[src/mqsd_pkg.sv]
// ----------------------------------------------------------------------------
// mqsd_pkg
// Shared types and constants of the multi quadrature step divider.
// ----------------------------------------------------------------------------
package mqsd_pkg;

  // fixed widths of the pin fields and the configuration port
  localparam int PIN_W       = 4;
  localparam int COUNT_W     = 3;
  localparam int TABLE_W     = 32;
  localparam int CFG_INDEX_W = 2;
  localparam int WHICH_W     = 2;

  // configuration register indexes
  typedef enum logic [CFG_INDEX_W-1:0] {
    REG_ENCODER_COUNT = 2'd0,
    REG_LEFT_SKIP     = 2'd1,
    REG_RIGHT_SKIP    = 2'd2
  } cfg_reg_t;

  // outcome of the priority pick for one word
  typedef struct packed {
    logic       hit;
    logic       step_right;
    logic       step_left;
    logic [1:0] phase;
  } pick_t;

endpackage

[src/mqsd_pick.sv]
// ----------------------------------------------------------------------------
// mqsd_pick
// Gray decode of every encoder, phase compare and lowest-index priority pick.
// ----------------------------------------------------------------------------
module mqsd_pick #(
  parameter int ENCODERS = 4,
  parameter int IDX_W    = 2
) (
  input  logic [mqsd_pkg::PIN_W-1:0]   clock_pins,
  input  logic [mqsd_pkg::PIN_W-1:0]   data_pins,
  input  logic [mqsd_pkg::COUNT_W-1:0] encoder_count,
  input  logic [ENCODERS-1:0][1:0]     last_phase,
  output logic [IDX_W-1:0]             idx,
  output mqsd_pkg::pick_t              pick
);
  import mqsd_pkg::*;

  logic [ENCODERS-1:0][1:0] phase_now;
  logic [ENCODERS-1:0]      changed;

  // per-encoder gray decode and compare
  for (genvar k = 0; k < ENCODERS; k++) begin : g_enc
    logic c;
    logic d;
    logic en;
    if (k < PIN_W) begin : g_pin
      assign c = clock_pins[k];
      assign d = data_pins[k];
    end else begin : g_nopin
      assign c = 1'b0;
      assign d = 1'b0;
    end
    assign en           = {1'b0, encoder_count} > 4'(k);
    assign phase_now[k] = {c, c ^ d};
    assign changed[k]   = en && (phase_now[k] != last_phase[k]);
  end

  // lowest changed encoder wins
  always_comb begin
    logic [1:0] diff;
    logic [1:0] old_phase;
    idx       = '0;
    pick      = '0;
    old_phase = '0;
    for (int k = ENCODERS - 1; k >= 0; k--) begin
      if (changed[k]) begin
        idx        = IDX_W'(k);
        pick.hit   = 1'b1;
        pick.phase = phase_now[k];
        old_phase  = last_phase[k];
      end
    end
    diff            = pick.phase - old_phase;
    pick.step_right = pick.hit && (diff == 2'd1);
    pick.step_left  = pick.hit && (diff == 2'd3);
  end

endmodule

[src/mqsd_counters.sv]
// ----------------------------------------------------------------------------
// mqsd_counters
// Stored phases and per-direction step counters with the fire decision.
// ----------------------------------------------------------------------------
module mqsd_counters #(
  parameter int ENCODERS  = 4,
  parameter int SKIP_BITS = 8,
  parameter int IDX_W     = 2
) (
  input  logic                         clk,
  input  logic                         rst,
  input  logic                         update,
  input  logic [IDX_W-1:0]             idx,
  input  mqsd_pkg::pick_t              pick,
  input  logic [mqsd_pkg::TABLE_W-1:0] left_skip_table,
  input  logic [mqsd_pkg::TABLE_W-1:0] right_skip_table,
  output logic [ENCODERS-1:0][1:0]     last_phase,
  output logic                         fired,
  output logic                         turn_right
);
  import mqsd_pkg::*;

  logic [ENCODERS-1:0][SKIP_BITS-1:0] left_count;
  logic [ENCODERS-1:0][SKIP_BITS-1:0] right_count;
  logic [ENCODERS-1:0]                left_full;
  logic [ENCODERS-1:0]                right_full;

  // skip fields and counter compares, one per encoder
  for (genvar k = 0; k < ENCODERS; k++) begin : g_enc
    localparam int POS = SKIP_BITS * k;
    logic [SKIP_BITS-1:0]         left_skip;
    logic [SKIP_BITS-1:0]         right_skip;
    logic [TABLE_W+SKIP_BITS-1:0] left_ext;
    logic [TABLE_W+SKIP_BITS-1:0] right_ext;
    assign left_ext  = {{SKIP_BITS{1'b0}}, left_skip_table};
    assign right_ext = {{SKIP_BITS{1'b0}}, right_skip_table};
    if (POS < TABLE_W) begin : g_field
      assign left_skip  = left_ext[POS +: SKIP_BITS];
      assign right_skip = right_ext[POS +: SKIP_BITS];
    end else begin : g_nofield
      assign left_skip  = '0;
      assign right_skip = '0;
    end
    assign left_full[k]  = left_count[k] >= left_skip;
    assign right_full[k] = right_count[k] >= right_skip;
  end

  // fire when the chosen direction's counter has reached its skip
  always_comb begin
    fired      = 1'b0;
    turn_right = 1'b0;
    if (pick.step_right && right_full[idx]) begin
      fired      = 1'b1;
      turn_right = 1'b1;
    end else if (pick.step_left && left_full[idx]) begin
      fired = 1'b1;
    end
  end

  // state update for the handled encoder
  always_ff @(posedge clk) begin
    if (rst) begin
      last_phase  <= '0;
      left_count  <= '0;
      right_count <= '0;
    end else if (update && pick.hit) begin
      last_phase[idx] <= pick.phase;
      if (pick.step_right) begin
        if (right_full[idx]) begin
          right_count[idx] <= '0;
        end else begin
          right_count[idx] <= right_count[idx] + 1'b1;
        end
      end
      if (pick.step_left) begin
        if (left_full[idx]) begin
          left_count[idx] <= '0;
        end else begin
          left_count[idx] <= left_count[idx] + 1'b1;
        end
      end
    end
  end

endmodule

[src/multi_quadrature_step_divider.sv]
// ----------------------------------------------------------------------------
// multi_quadrature_step_divider
// Step divider for up to ENCODERS rotary encoders sampled together.
// ----------------------------------------------------------------------------
// Usage:
//   in channel   : in_valid / in_ready with clock_pins and data_pins, one word
//                  holding the sampled pin levels of every encoder.
//   out channel  : out_valid / out_ready with handled, which_encoder, fired
//                  and turn_right, exactly one word for each input word.
//   cfg channel  : cfg_valid / cfg_ready with cfg_index and cfg_data; index 0
//                  encoder count, 1 left skip table, 2 right skip table, any
//                  other index is dropped. Always ready; write only when idle.
// Timing:
//   a word lands in the input register, and the decode, priority pick and
//   counter update then run from it into the result register, which
//   presents the result. One word a cycle is taken sustained while out_ready
//   stays high; the limit is the single state update per cycle.
// Reset:
//   clears both pipeline stages, all stored phases and counters, sets the
//   encoder count to 1 and both skip tables to zero.
// Stall:
//   while out_ready is low the result holds, the input register keeps one
//   further word, and in_ready drops only when both are full.
// ----------------------------------------------------------------------------
module multi_quadrature_step_divider #(
  parameter int ENCODERS  = 4,
  parameter int SKIP_BITS = 8
) (
  input  logic                             clk,
  input  logic                             rst,
  input  logic                             in_valid,
  output logic                             in_ready,
  input  logic [mqsd_pkg::PIN_W-1:0]       clock_pins,
  input  logic [mqsd_pkg::PIN_W-1:0]       data_pins,
  output logic                             out_valid,
  input  logic                             out_ready,
  output logic                             handled,
  output logic [mqsd_pkg::WHICH_W-1:0]     which_encoder,
  output logic                             fired,
  output logic                             turn_right,
  input  logic                             cfg_valid,
  output logic                             cfg_ready,
  input  logic [mqsd_pkg::CFG_INDEX_W-1:0] cfg_index,
  input  logic [mqsd_pkg::TABLE_W-1:0]     cfg_data
);
  import mqsd_pkg::*;

  localparam int IDX_W = (ENCODERS > 1) ? $clog2(ENCODERS) : 1;

  logic [COUNT_W-1:0]       encoder_count;
  logic [TABLE_W-1:0]       left_skip_table;
  logic [TABLE_W-1:0]       right_skip_table;

  logic                     in_full;
  logic [PIN_W-1:0]         in_clock;
  logic [PIN_W-1:0]         in_data;
  logic                     advance;

  logic [ENCODERS-1:0][1:0] last_phase;
  logic [IDX_W-1:0]         idx;
  pick_t                    pick;
  logic                     fire;
  logic                     fire_right;
  logic [IDX_W+1:0]         idx_ext;

  // configuration registers
  assign cfg_ready = 1'b1;

  always_ff @(posedge clk) begin
    if (rst) begin
      encoder_count    <= COUNT_W'(1);
      left_skip_table  <= '0;
      right_skip_table <= '0;
    end else if (cfg_valid) begin
      case (cfg_index)
        REG_ENCODER_COUNT: encoder_count    <= cfg_data[COUNT_W-1:0];
        REG_LEFT_SKIP:     left_skip_table  <= cfg_data;
        REG_RIGHT_SKIP:    right_skip_table <= cfg_data;
        default: ;
      endcase
    end
  end

  // pipeline flow control
  assign advance  = !out_valid || out_ready;
  assign in_ready = !in_full || advance;

  // input register
  always_ff @(posedge clk) begin
    if (rst) begin
      in_full <= 1'b0;
    end else if (in_valid && in_ready) begin
      in_full <= 1'b1;
    end else if (advance) begin
      in_full <= 1'b0;
    end
  end

  always_ff @(posedge clk) begin
    if (in_valid && in_ready) begin
      in_clock <= clock_pins;
      in_data  <= data_pins;
    end
  end

  // decode and pick
  mqsd_pick #(
    .ENCODERS (ENCODERS),
    .IDX_W    (IDX_W)
  ) u_pick (
    .clock_pins    (in_clock),
    .data_pins     (in_data),
    .encoder_count (encoder_count),
    .last_phase    (last_phase),
    .idx           (idx),
    .pick          (pick)
  );

  // phase and counter state
  mqsd_counters #(
    .ENCODERS  (ENCODERS),
    .SKIP_BITS (SKIP_BITS),
    .IDX_W     (IDX_W)
  ) u_counters (
    .clk              (clk),
    .rst              (rst),
    .update           (in_full && advance),
    .idx              (idx),
    .pick             (pick),
    .left_skip_table  (left_skip_table),
    .right_skip_table (right_skip_table),
    .last_phase       (last_phase),
    .fired            (fire),
    .turn_right       (fire_right)
  );

  assign idx_ext = {2'b00, idx};

  // result register
  always_ff @(posedge clk) begin
    if (rst) begin
      out_valid <= 1'b0;
    end else if (advance) begin
      out_valid <= in_full;
    end
  end

  always_ff @(posedge clk) begin
    if (advance && in_full) begin
      handled       <= pick.hit;
      which_encoder <= idx_ext[WHICH_W-1:0];
      fired         <= fire;
      turn_right    <= fire_right;
    end
  end

endmodule
[config.mk]
export PLATFORM = sky130hd
export DESIGN_NAME = multi_quadrature_step_divider
export DESIGN_NICKNAME = d
export VERILOG_FILES = /design/src/mqsd_pkg.sv /design/src/mqsd_pick.sv /design/src/mqsd_counters.sv /design/src/multi_quadrature_step_divider.sv
export SDC_FILE = /design/constraint.sdc
export NUM_CORES = 1
export LEC_CHECK = 0
export ABC_AREA = 1
export BUFFER_PORTS_ARGS = -buffer_cell sky130_fd_sc_hd__buf_4
export CAP_MARGIN = 5
export CORE_ASPECT_RATIO = 0.7
export CORE_MARGIN = 2
export CORE_UTILIZATION = 41
export DETAILED_ROUTE_END_ITERATION = 6
export PLACE_DENSITY = 0.58
export SKIP_CTS_REPAIR_TIMING = 1
export SYNTH_ARGS = -nofsm -noshare
export SYNTH_HDL_FRONTEND = slang
export SYNTH_HIERARCHICAL = 1
export SYNTH_SLANG_ARGS = --single-unit
[constraint.sdc]
create_clock -name clk -period 3 [get_ports clk]
set_input_delay 0.15 -clock clk [delete_from_list [all_inputs] [get_ports clk]]
set_output_delay 0.15 -clock clk [all_outputs]
set_load 0.05 [all_outputs]
# Word level (Yosys, flattened, before mapping)
# Cells that the tools add are included.
[totals]
regBits = 154
input_bits = 47
out_inout_bits = 8
elab_cells = 115
[classes]
addsub = 3
order_cmp = 14
eq_ne = 8
mux = 37
bitwise_logic = 7
n_reduce_logical = 23
[ops]
columns = ["op", "n"]
rows = [
  ["$and A32 B32 Y32", 2],
  ["$bwmux W32", 2],
  ["$ge A8 B8 Y1", 8],
  ["$mux W32", 2],
  ["$bmux W8 S2", 2],
  ["$not A32 Y32", 1],
  ["$mux W2", 13],
  ["$mux W8", 3],
  ["$add A8 B1 Y8 const B", 2],
  ["$demux W8 S2", 1],
  ["$logic_and A1 B1 Y1", 12],
  ["$mux W1", 10],
  ["$reduce_and A2 Y1", 5],
  ["$bwmux W8", 1],
  ["$ne A2 B2 Y1", 4],
  ["$gt A3 B1 Y1 const B", 2],
  ["$gt A3 B2 Y1 const B", 2],
  ["$bmux W1 S2", 2],
  ["$demux W2 S2", 1],
  ["$eq A2 B1 Y1 const B", 2],
  ["$eq A2 B2 Y1 const B", 2],
  ["$xor A1 B1 Y1", 4],
  ["$lt A2 B3 Y1 const B", 1],
  ["$ge A2 B1 Y1 const B", 1],
  ["5 further kinds", 7],
]

# Depth between registers and ports, before layout
# Gate-level depths: netlist of the first run.
[depth]
depth_word = 14
ltp_mapped = 26
depth_no_buf = 26

# Hierarchy
# Netlist of the first run, hierarchy kept.
[modules_own_cells]
columns = ["mod", "n_inst", "cells_per_inst", "area_each_um2", "seq_area_each_um2"]
rows = [
  ["mqsd_counters", 1, 784, 5128.7, 1441.4],
  ["multi_quadrature_step_divider", 1, 454, 3288.2, 1771.7],
  ["mqsd_pick", 1, 110, 576.8, 0.0],
]

# Worst setup path after synthesis of the first run
# Ideal clock, no wire load.
[synth_timing]
kind = "reg2reg"
from = "register in_clock[2]"
to = "register u_counters/right_count[20] in the netlist's numbering"
setup_time_ns = 0.127
arrival_ns = 2.895
required_ns = 2.873
setup_slack_ns = -0.022
stages_incl_launch_ff = 17
path_buffers = 0
synth_period_minus_slack_ns = 3.022
path_cell_list = "edfxtp_1 > xnor2_1 > nand3_2 > nand2_2 > nand2_1 > a21oi_1 > inv_2 > nand2_2 > o22ai_1 > nor2_1 > inv_1 > ha_1 > nand2_1 > nor2_1 > or2_2 > nand3_1 > a21oi_1"
[synth_via]
elab_chain_len = 13
word_cells_on_any_way = 34
cone_classes = "add/sub: 2; order compare: 2; eq/ne: 2; mux: 20; bitwise: 3; reduce/logical: 5"
[synth_lines]
columns = ["item", "line_no", "rtl"]
rows = [
  ["start: declaration", "multi_quadrature_step_divider.sv:55", "logic [PIN_W-1:0] in_clock;"],
  ["start signal: assignment", "multi_quadrature_step_divider.sv:101", "in_clock <= clock_pins;"],
  ["$xor A1 B1 Y1", "mqsd_pick.sv:34", "assign phase_now[k] = {c, c ^ d};"],
  ["$ne A2 B2 Y1 *", "mqsd_pick.sv:35", "assign changed[k] = en && (phase_now[k] != last_phase[k]);"],
  ["$logic_and A1 B1 Y1 *", "mqsd_pick.sv:35", ""],
  ["$mux W2 * (3 in series)", "mqsd_pick.sv:46", "if (changed[k]) begin"],
  ["via idx[0]", "multi_quadrature_step_divider.sv:60", "logic [IDX_W-1:0] idx;"],
  ["parallel branches: the longest is 6 deep, another holds $add A8 B1 Y8", "n/a", ""],
  ["$mux W32 *", "mqsd_counters.sv:69", "if (right_full[idx]) begin"],
  ["end signal: indexed assignment", "mqsd_counters.sv:72", "right_count[idx] <= right_count[idx] + 1'b1;"],
  ["end: declaration", "mqsd_counters.sv:24", "logic [ENCODERS-1:0][SKIP_BITS-1:0] right_count;"],
]
# Mark *: on every way through the listed nets, which the timed path passes. The select of a mux whose other input is x is not followed.
# A chain may end at the register's enable or synchronous reset.

==> results.cfg, run 1 <==
[drt]
vias = 8715
antenna_left = 0
route.detailed.drc = 0
wl_per_cell_um = 15.0
drt_pre_antenna_iters = 5
first_iter_violations = 807
routed_via_density = 4.85
routed_wl_um = 27000

[clocking]
clock_latency_ns = 0.44
cts_buffers = 17
cts_tree = built
clk_pin_slew_ns = 0.06
root_buffer = clkbuf_16
cts_buffer_depth = 2
htree_levels = 4
clock_sinks = 154

[synthesis]
yosys_register_bits = 154
synth_ff_type = dfxtp_1
synth-edff-count = 13
async_reset_ff_share_pct = 0
yosysWarnings = 6
synth_fp_nets = 1462
synth_top_cell_by_area = dfxtp_1
synth.distinct_cells = 42
syn_avg_cell_area_um2 = 6.67
syn_inst = 1348
syn-cell-area_um2 = 8990
yosys-top-cells-area = dfxtp_1 (31%), nand2_1 (16%), ha_1 (9.3%)
synth.top_cell.area_share_pct = 31.4
ys_seq_area_share_pct = 35.7

[power_and_ir_drop]
ir_worst_vdd_mv = 0.422
p_leak_nw = 5.61
p_clk_share_pct = 41.1
sw_frac_of_total_pct = 29.3
powerDensity_nw_per_um2 = 504
p_sw_mw = 1.69
combPwrFrac_pct = 20.5
p_int_mw = 4.09
seqPwrFrac_pct = 38.4
fin_total_pwr_mw = 5.78

[finish]
synthToLayoutAreaGrowth_pct = 27.4
fillers = 2123
layout-drive-gt1-share_pct = 18.3
stdcell_area_um2 = 11500
layout_commonest_cell = nand2_1
layout_common_cells = nand2_1 (362), inv_1 (207), nor2_1 (196)
diodes = 0
nNetsFinal = 1616

[global_route]
grt_pass1_vias = 7540
grt_overflow = 0
grt_start_max_net_pins = 65
grt_pass1_wl_um = 40700
antenna_found_initial = 0
gr-usage-all-layers_pct = 22.8

[sta]
hold_ws_ns = -0.0203
finalCriticalPeriod_ns = 2.98
worst_slew_pin_slew_ns = 0.916
post-route-period-util_pct = 99.4
finalSetupViolCount = 0
relSlewSlack_pct = 38.8
fin_ws_ns = 0.0167
max_clock_freq_ghz = 0.335
rsz0062_at_grt = yes
finalHoldViolations = 7
fin_skew_ns = 0.0121
slew_viol_final = 0

[floorplanning]
die-area_um2 = 23200
core_um2 = 21600
ios = 55
dieHeight_um = 128
num_rows = 45
dieWidth_um = 181
initial_core_util_pct = 41.6

[worst_setup_path]
cpPeakStageDelay_ns = 0.47
critPathMaxFanout = 6
path_cells = xnor2_1 -> nand3_2 -> nand2_4 -> nand2_2 -> nor2_1 -> o221ai_1 -> o21ai_1 -> ha_2 -> buf_4 -> nand3_2 -> nand3_2 -> nand2_1 -> nor2_1 -> inv_2 -> nor2_4 -> buf_6 -> nand4_1 -> nand2_1 -> nand2_1 -> a21oi_2
critPathArrivalTime_ns = 3.35
worst_setup_path_start_kind = flop
slowest_stage = edfxtp_1
critPathKind = flop to flop
cp-end-kind = flop
cp.required_ns = 3.37

[run]
cap_viol_max_count = 0

[placement]
postPlaceCellArea_um2 = 9990
portBuffers = 53
place_congestion = 0.920
place.detailed.hpwl_um = 19700
dp_slack_ns = -0.0158

[run_status]
status = complete, but fails checks
violations = hold timing

[hold_path]
min_path_type = input port to flop
synthesized netlist by cell type, types with 5 or more instances:
library cell / number
a21oi_1: 86
buf_4: 11
buf_6: 8
clkbuf_1: 17
dfxtp_1: 141
edfxtp_1: 13
ha_1: 67
inv_1: 217
inv_2: 8
nand2_1: 372
nand2_2: 13
nand3_1: 49
nand3_2: 6
nand4_1: 7
nor2_1: 212
nor2_2: 6
o21ai_0: 65
o22ai_1: 5
xnor2_1: 5
flip-flops by register name, summed over array words and instances, names as in the netlist:
| signal | count |
|---|---|
| encoder_count | 3 |
| fired | 1 |
| handled | 1 |
| in_clock | 4 |
| in_data | 4 |
| in_full | 1 |
| left_skip_table | 32 |
| out_valid | 1 |
| right_skip_table | 32 |
| turn_right | 1 |
| u_counters/last_phase | 8 |
| u_counters/left_count | 32 |
| u_counters/right_count | 32 |
| which_encoder | 2 |
worst max-delay path: cells and delay by family, from the launching register on:
kind	cells	cell delay (ns)
DFF	1	0.47
xor gates and xnor gates	1	0.27
and+or+nand+nor	12	1.33
adders and majority gates	1	0.21
buffers and inverters	3	0.30
AOI/OAI and AO/OA	3	0.35
per-layer routing:
metal  global-route usage (%)  up-vias  share of wire, %
li1                         -     4475                 -
met1                     36.1     3932                52
met2                     30.9      292                39
met3                     5.20       16               8.1
met4                     4.45        0              0.89
met5                        0        -                 0
final cells by class:
type | count | area [µm²] | area share [%]
well taps | 282 | 353 | 3.08
clock inverters | 14 | 201 | 1.76
multi-input cells | 929 | 4950 | 43.2
clock buffers | 18 | 429 | 3.75
inverters | 225 | 852 | 7.44
flip-flops and latches | 154 | 3210 | 28.0
repair buffers | 175 | 1460 | 12.8
path summary, 6_finish.rpt:
| kind | cells past startpoint | from | end | slack [ns] |
|---|---|---|---|---|
| min reg2reg | 2 | in_full | out_valid | 0.49 |
| max reg2reg | 20 | in_clock[2] | u_counters/right_count[23] | 0.02 |
| min | 3 | cfg_data[11] | right_skip_table[11] | -0.02 |
| max | 20 | in_clock[2] | u_counters/right_count[23] | 0.02 |
power groups by stage:
stage / combinational, mW / clock [mW] / sequential, mW
4_1_cts: 1.03 / 2.40 / 2.22
5_1_grt: 1.30 / 2.49 / 2.23
3_3_place_gp: 1.01 / 0 / 2.26
3_5_place_dp: 1.01 / 0 / 2.26
6_report: 1.19 / 2.37 / 2.22
2_1_floorplan: 0.638 / 0 / 2.26
through the flow:
stage / util (%) / std cells / TNS, ns / hold WS, ns
after floorplan: - / 1348 / 0 / 0.219
after global placement: 46.2 / 1708 / -0.00339 / 0.328
after detailed placement: 46.2 / 1708 / -0.162 / 0.330
after CTS: 49.1 / 1740 / -1.62 / -0.128
after global routing: 53.0 / 1797 / -7.05 / 0.000148
final: 53.0 / 1797 / 0 / -0.0203
cell families (layout without fill, tap and decap cells):
family / Yosys count / after routing / share of synthesized area (%)
simple gates: 690 / 690 / 32.6
flops: 154 / 154 / 35.7
xor+xnor: 7 / 7 / 0.682
buf+inv: 265 / 432 / 12.2
fa+ha+maj: 67 / 67 / 9.32
compound gates: 164 / 164 / 9.40
other cells: 1 / 1 / 0.0417
Power figures use the tool's default switching activity.
==> run 2: changes to the inputs <==
Settings changed: ABC_AREA 1 to unset, PLACE_DENSITY 0.58 to 0.56.
Clock period 3 ns to 3.7 ns, I/O delays scaled along.
==> run 2 against run 1 <==
Net effect: the flow now finishes without violations; critical endpoint is now u_counters/right_count[3]; sequential share of layout area grew 2.0 points; hold slack gained 0.035 ns; routed wire length shrank 9.3%; design area shrank 6.7%; via count shrank 19%; sequential power shrank 21%; register-to-register slack gained 0.07 ns; die area shrank 1.8%; cell count shrank 26%; clock-buffer cell count is the same; core utilization shrank 1.9 points; clock skew grew 0.0013 ns.
==> results.cfg, run 2 <==
[worst_setup_path]
cp-end-kind = flop
slowest_stage = edfxtp_1
critPathTopFamily = compound AO/OA/AOI/OAI gates
critPathArrivalTime_ns = 3.98
r2r_slack_ns = 0.08
worst_setup_path_start_kind = flop
path_cells = xnor2_2 -> mux2i_4 -> buf_6 -> nand3_1 -> o211ai_1 -> o21ai_1 -> o21ai_2 -> ha_4 -> nor2_1 -> a311o_1 -> buf_4 -> mux2i_4 -> and3_4 -> nand2_2 -> or3_1 -> a21oi_1
reg2reg_depth = 16
rr_startpoint = in_data[2]
cp.required_ns = 4.06
rr_endpoint = u_counters/right_count[3]
crit_top_cell = mux2i_4
cpPeakStageDelay_ns = 0.42
critPathKind = flop to flop
path_buf_inv = 2
critPathMaxFanout = 8

[placement]
place.detailed.hpwl_um = 18300
portBuffers = 53
place_congestion = 0.923

[synthesis]
synth.distinct_cells = 61
synth_ff_type = dfxtp_1
ys_seq_area_share_pct = 36.4
yosysMostFrequentCell = dfxtp_1
syn-cell-area_um2 = 8830
synthTopCellsByCount = dfxtp_1 (141), nand2b_1 (102), nand2_1 (80), mux2i_1 (77), inv_1 (72)
synth-edff-count = 13
yosys-top-cells-area = dfxtp_1 (32%), ha_1 (9.5%), mux2i_1 (8.7%)
synth_top_cell_by_area = dfxtp_1
yosysWarnings = 6
syn_avg_cell_area_um2 = 9.22
yosys_register_bits = 154
synth.top_cell.area_share_pct = 32.0
async_reset_ff_share_pct = 0
syn_inst = 958
synth_fp_nets = 1072

[sta]
finalSetupViolCount = 0
max_clock_freq_ghz = 0.277
finalCriticalPeriod_ns = 3.62
relSlewSlack_pct = 47.2
hold_ws_ns = 0.0147
worst_slew_pin_slew_ns = 0.789
finalHoldViolations = 0
post-route-period-util_pct = 97.7
slew_viol_final = 0
fin_skew_ns = 0.0134
rsz0062_at_grt = yes

[clocking]
cts_buffers = 17
clk_pin_slew_ns = 0.07
clock_sinks = 154
clock_latency_ns = 0.43
htree_levels = 4
root_buffer = clkbuf_16
cts_buffer_depth = 2
cts_tree = built

[floorplanning]
num_rows = 44
core_um2 = 20900
initial_core_util_pct = 42.2
dieWidth_um = 179
ios = 55
dieHeight_um = 127
die-area_um2 = 22700

[global_route]
gr-usage-all-layers_pct = 21.7
grt_overflow = 0
grt_pass1_wl_um = 38300
grt_start_max_net_pins = 88
antenna_found_initial = 0
grt_pass1_vias = 6828

[run]
cap_viol_max_count = 0

[hold_path]
min_path_type = input port to flop
min_to = in_full
hold-path-cell-count = 3
min-delay-start = in_valid

[drt]
routed_wl_um = 24500
first_iter_violations = 564
drt_pre_antenna_iters = 5
wl_per_cell_um = 18.4
vias = 7060
route.detailed.drc = 0
routed_via_density = 5.29
antenna_left = 0

[finish]
diodes = 0
synthToLayoutAreaGrowth_pct = 21.1
fillers = 1977
layout_commonest_cell = dfxtp_1
layout_common_cells = dfxtp_1 (141), buf_4 (103), nand2b_1 (102)
final_core_util_pct = 51.1
layout-drive-gt1-share_pct = 20.0
nNetsFinal = 1160

[run_status]
status = finished, final reports clean

[power_and_ir_drop]
ir_worst_vdd_mv = 0.296
p_int_mw = 3.07
seqPwrFrac_pct = 42.3
p_clk_share_pct = 45.4
p_sw_mw = 1.05
combPwrFrac_pct = 12.3
powerDensity_nw_per_um2 = 386
sw_frac_of_total_pct = 25.6
p_leak_nw = 4.16
==> run 2: cell types whose count changed after synthesis, sizes merged, moves of 12 or more <==
cell    before  now
nand2      389   80
a211oi       0   18
a21oi       86   50
nand3b       2   20
nor2       222   61
and2         0   12
inv        225   73
or3          0   19
mux4         0   16
nand3       57   27
mux2i        0   78
nand2b       0  102
o21ai       66   34
==> run 2: final cells by class <==
cell class	count	area, µm²	area share [%]
Tap cell	276	345	3.23
Inverter	73	274	2.56
Clock inverter	14	196	1.84
Multi-Input combinational cell	684	5310	49.6
Timing Repair Buffer	116	927	8.67
Sequential cell	154	3210	30.0
Clock buffer	18	429	4.01
==> run 2: per-layer routing <==
metal | global-route usage (%) | part of all wire, % | routed length, µm
met1 | 33.0 | 53 | 12900
met2 | 31.4 | 42 | 10300
met3 | 3.82 | 4.5 | 1100
met4 | 5.74 | 0.93 | 227
met5 | 0 | 0 | 0
==> run 2: how the worst max path moves through the flow <==
stage	startpoint	cells after the start	slack [ns]	end
2_1_floorplan	in_data[2]	16	0.09	u_counters/right_count[4]
3_3_place_gp	in_data[3]	16	-0.008	u_counters/left_count[3]
3_5_place_dp	in_data[3]	16	-0.16	u_counters/left_count[18]
4_1_cts	in_data[3]	16	-0.22	u_counters/left_count[18]
5_1_grt	in_data[2]	18	-0.12	u_counters/left_count[6]
6_report	in_data[2]	16	0.08	u_counters/right_count[3]
==> run 2: worst reg2reg max path, cell delays in order (launching register included) <==
cell	delay, ns
edfxtp_1	0.42
xnor2_2	0.24
mux2i_4	0.30
buf_6	0.14
nand3_1	0.09
o211ai_1	0.13
o21ai_1	0.13
o21ai_2	0.19
ha_4	0.19
nor2_1	0.06
a311o_1	0.37
buf_4	0.16
mux2i_4	0.17
and3_4	0.28
nand2_2	0.14
or3_1	0.39
a21oi_1	0.14
==> run 2: logic make-up after synthesis <==
family / after synthesis / synth area share [%]
DFF: 154 / 36.4
other: 1 / 0.0425
adders and majority gates: 67 / 9.49
xor gates and xnor gates: 20 / 2.07
muxes: 95 / 13.2
buffers and inverters: 121 / 6.26
and+or+nand+nor: 365 / 22.1
AOI/OAI and AO/OA: 135 / 10.4
==> run 2: per-stage QoR <==
stage	instance area [µm²]	total power, mW	setup TNS, ns	worst slack, ns	cells
6_report	10700	4.13	0	0.0844	1335
3_5_place_dp	9680	2.23	-3.56	-0.162	1286
4_1_cts	10300	4.11	-6.81	-0.221	1318
5_1_grt	10700	4.27	-1.88	-0.118	1335
2_1_floorplan	8830	2.08	0	0.0865	958
3_3_place_gp	9680	2.24	-0.0267	-0.00790	1286
==> run 2: power groups by stage <==
stage | clock network (mW) | registers (mW) | logic [mW]
final | 1.87 | 1.75 | 0.506
after global placement | 0 | 1.78 | 0.451
after detailed placement | 0 | 1.78 | 0.450
after global routing | 1.97 | 1.75 | 0.549
after floorplan | 0 | 1.79 | 0.290
after CTS | 1.91 | 1.75 | 0.453
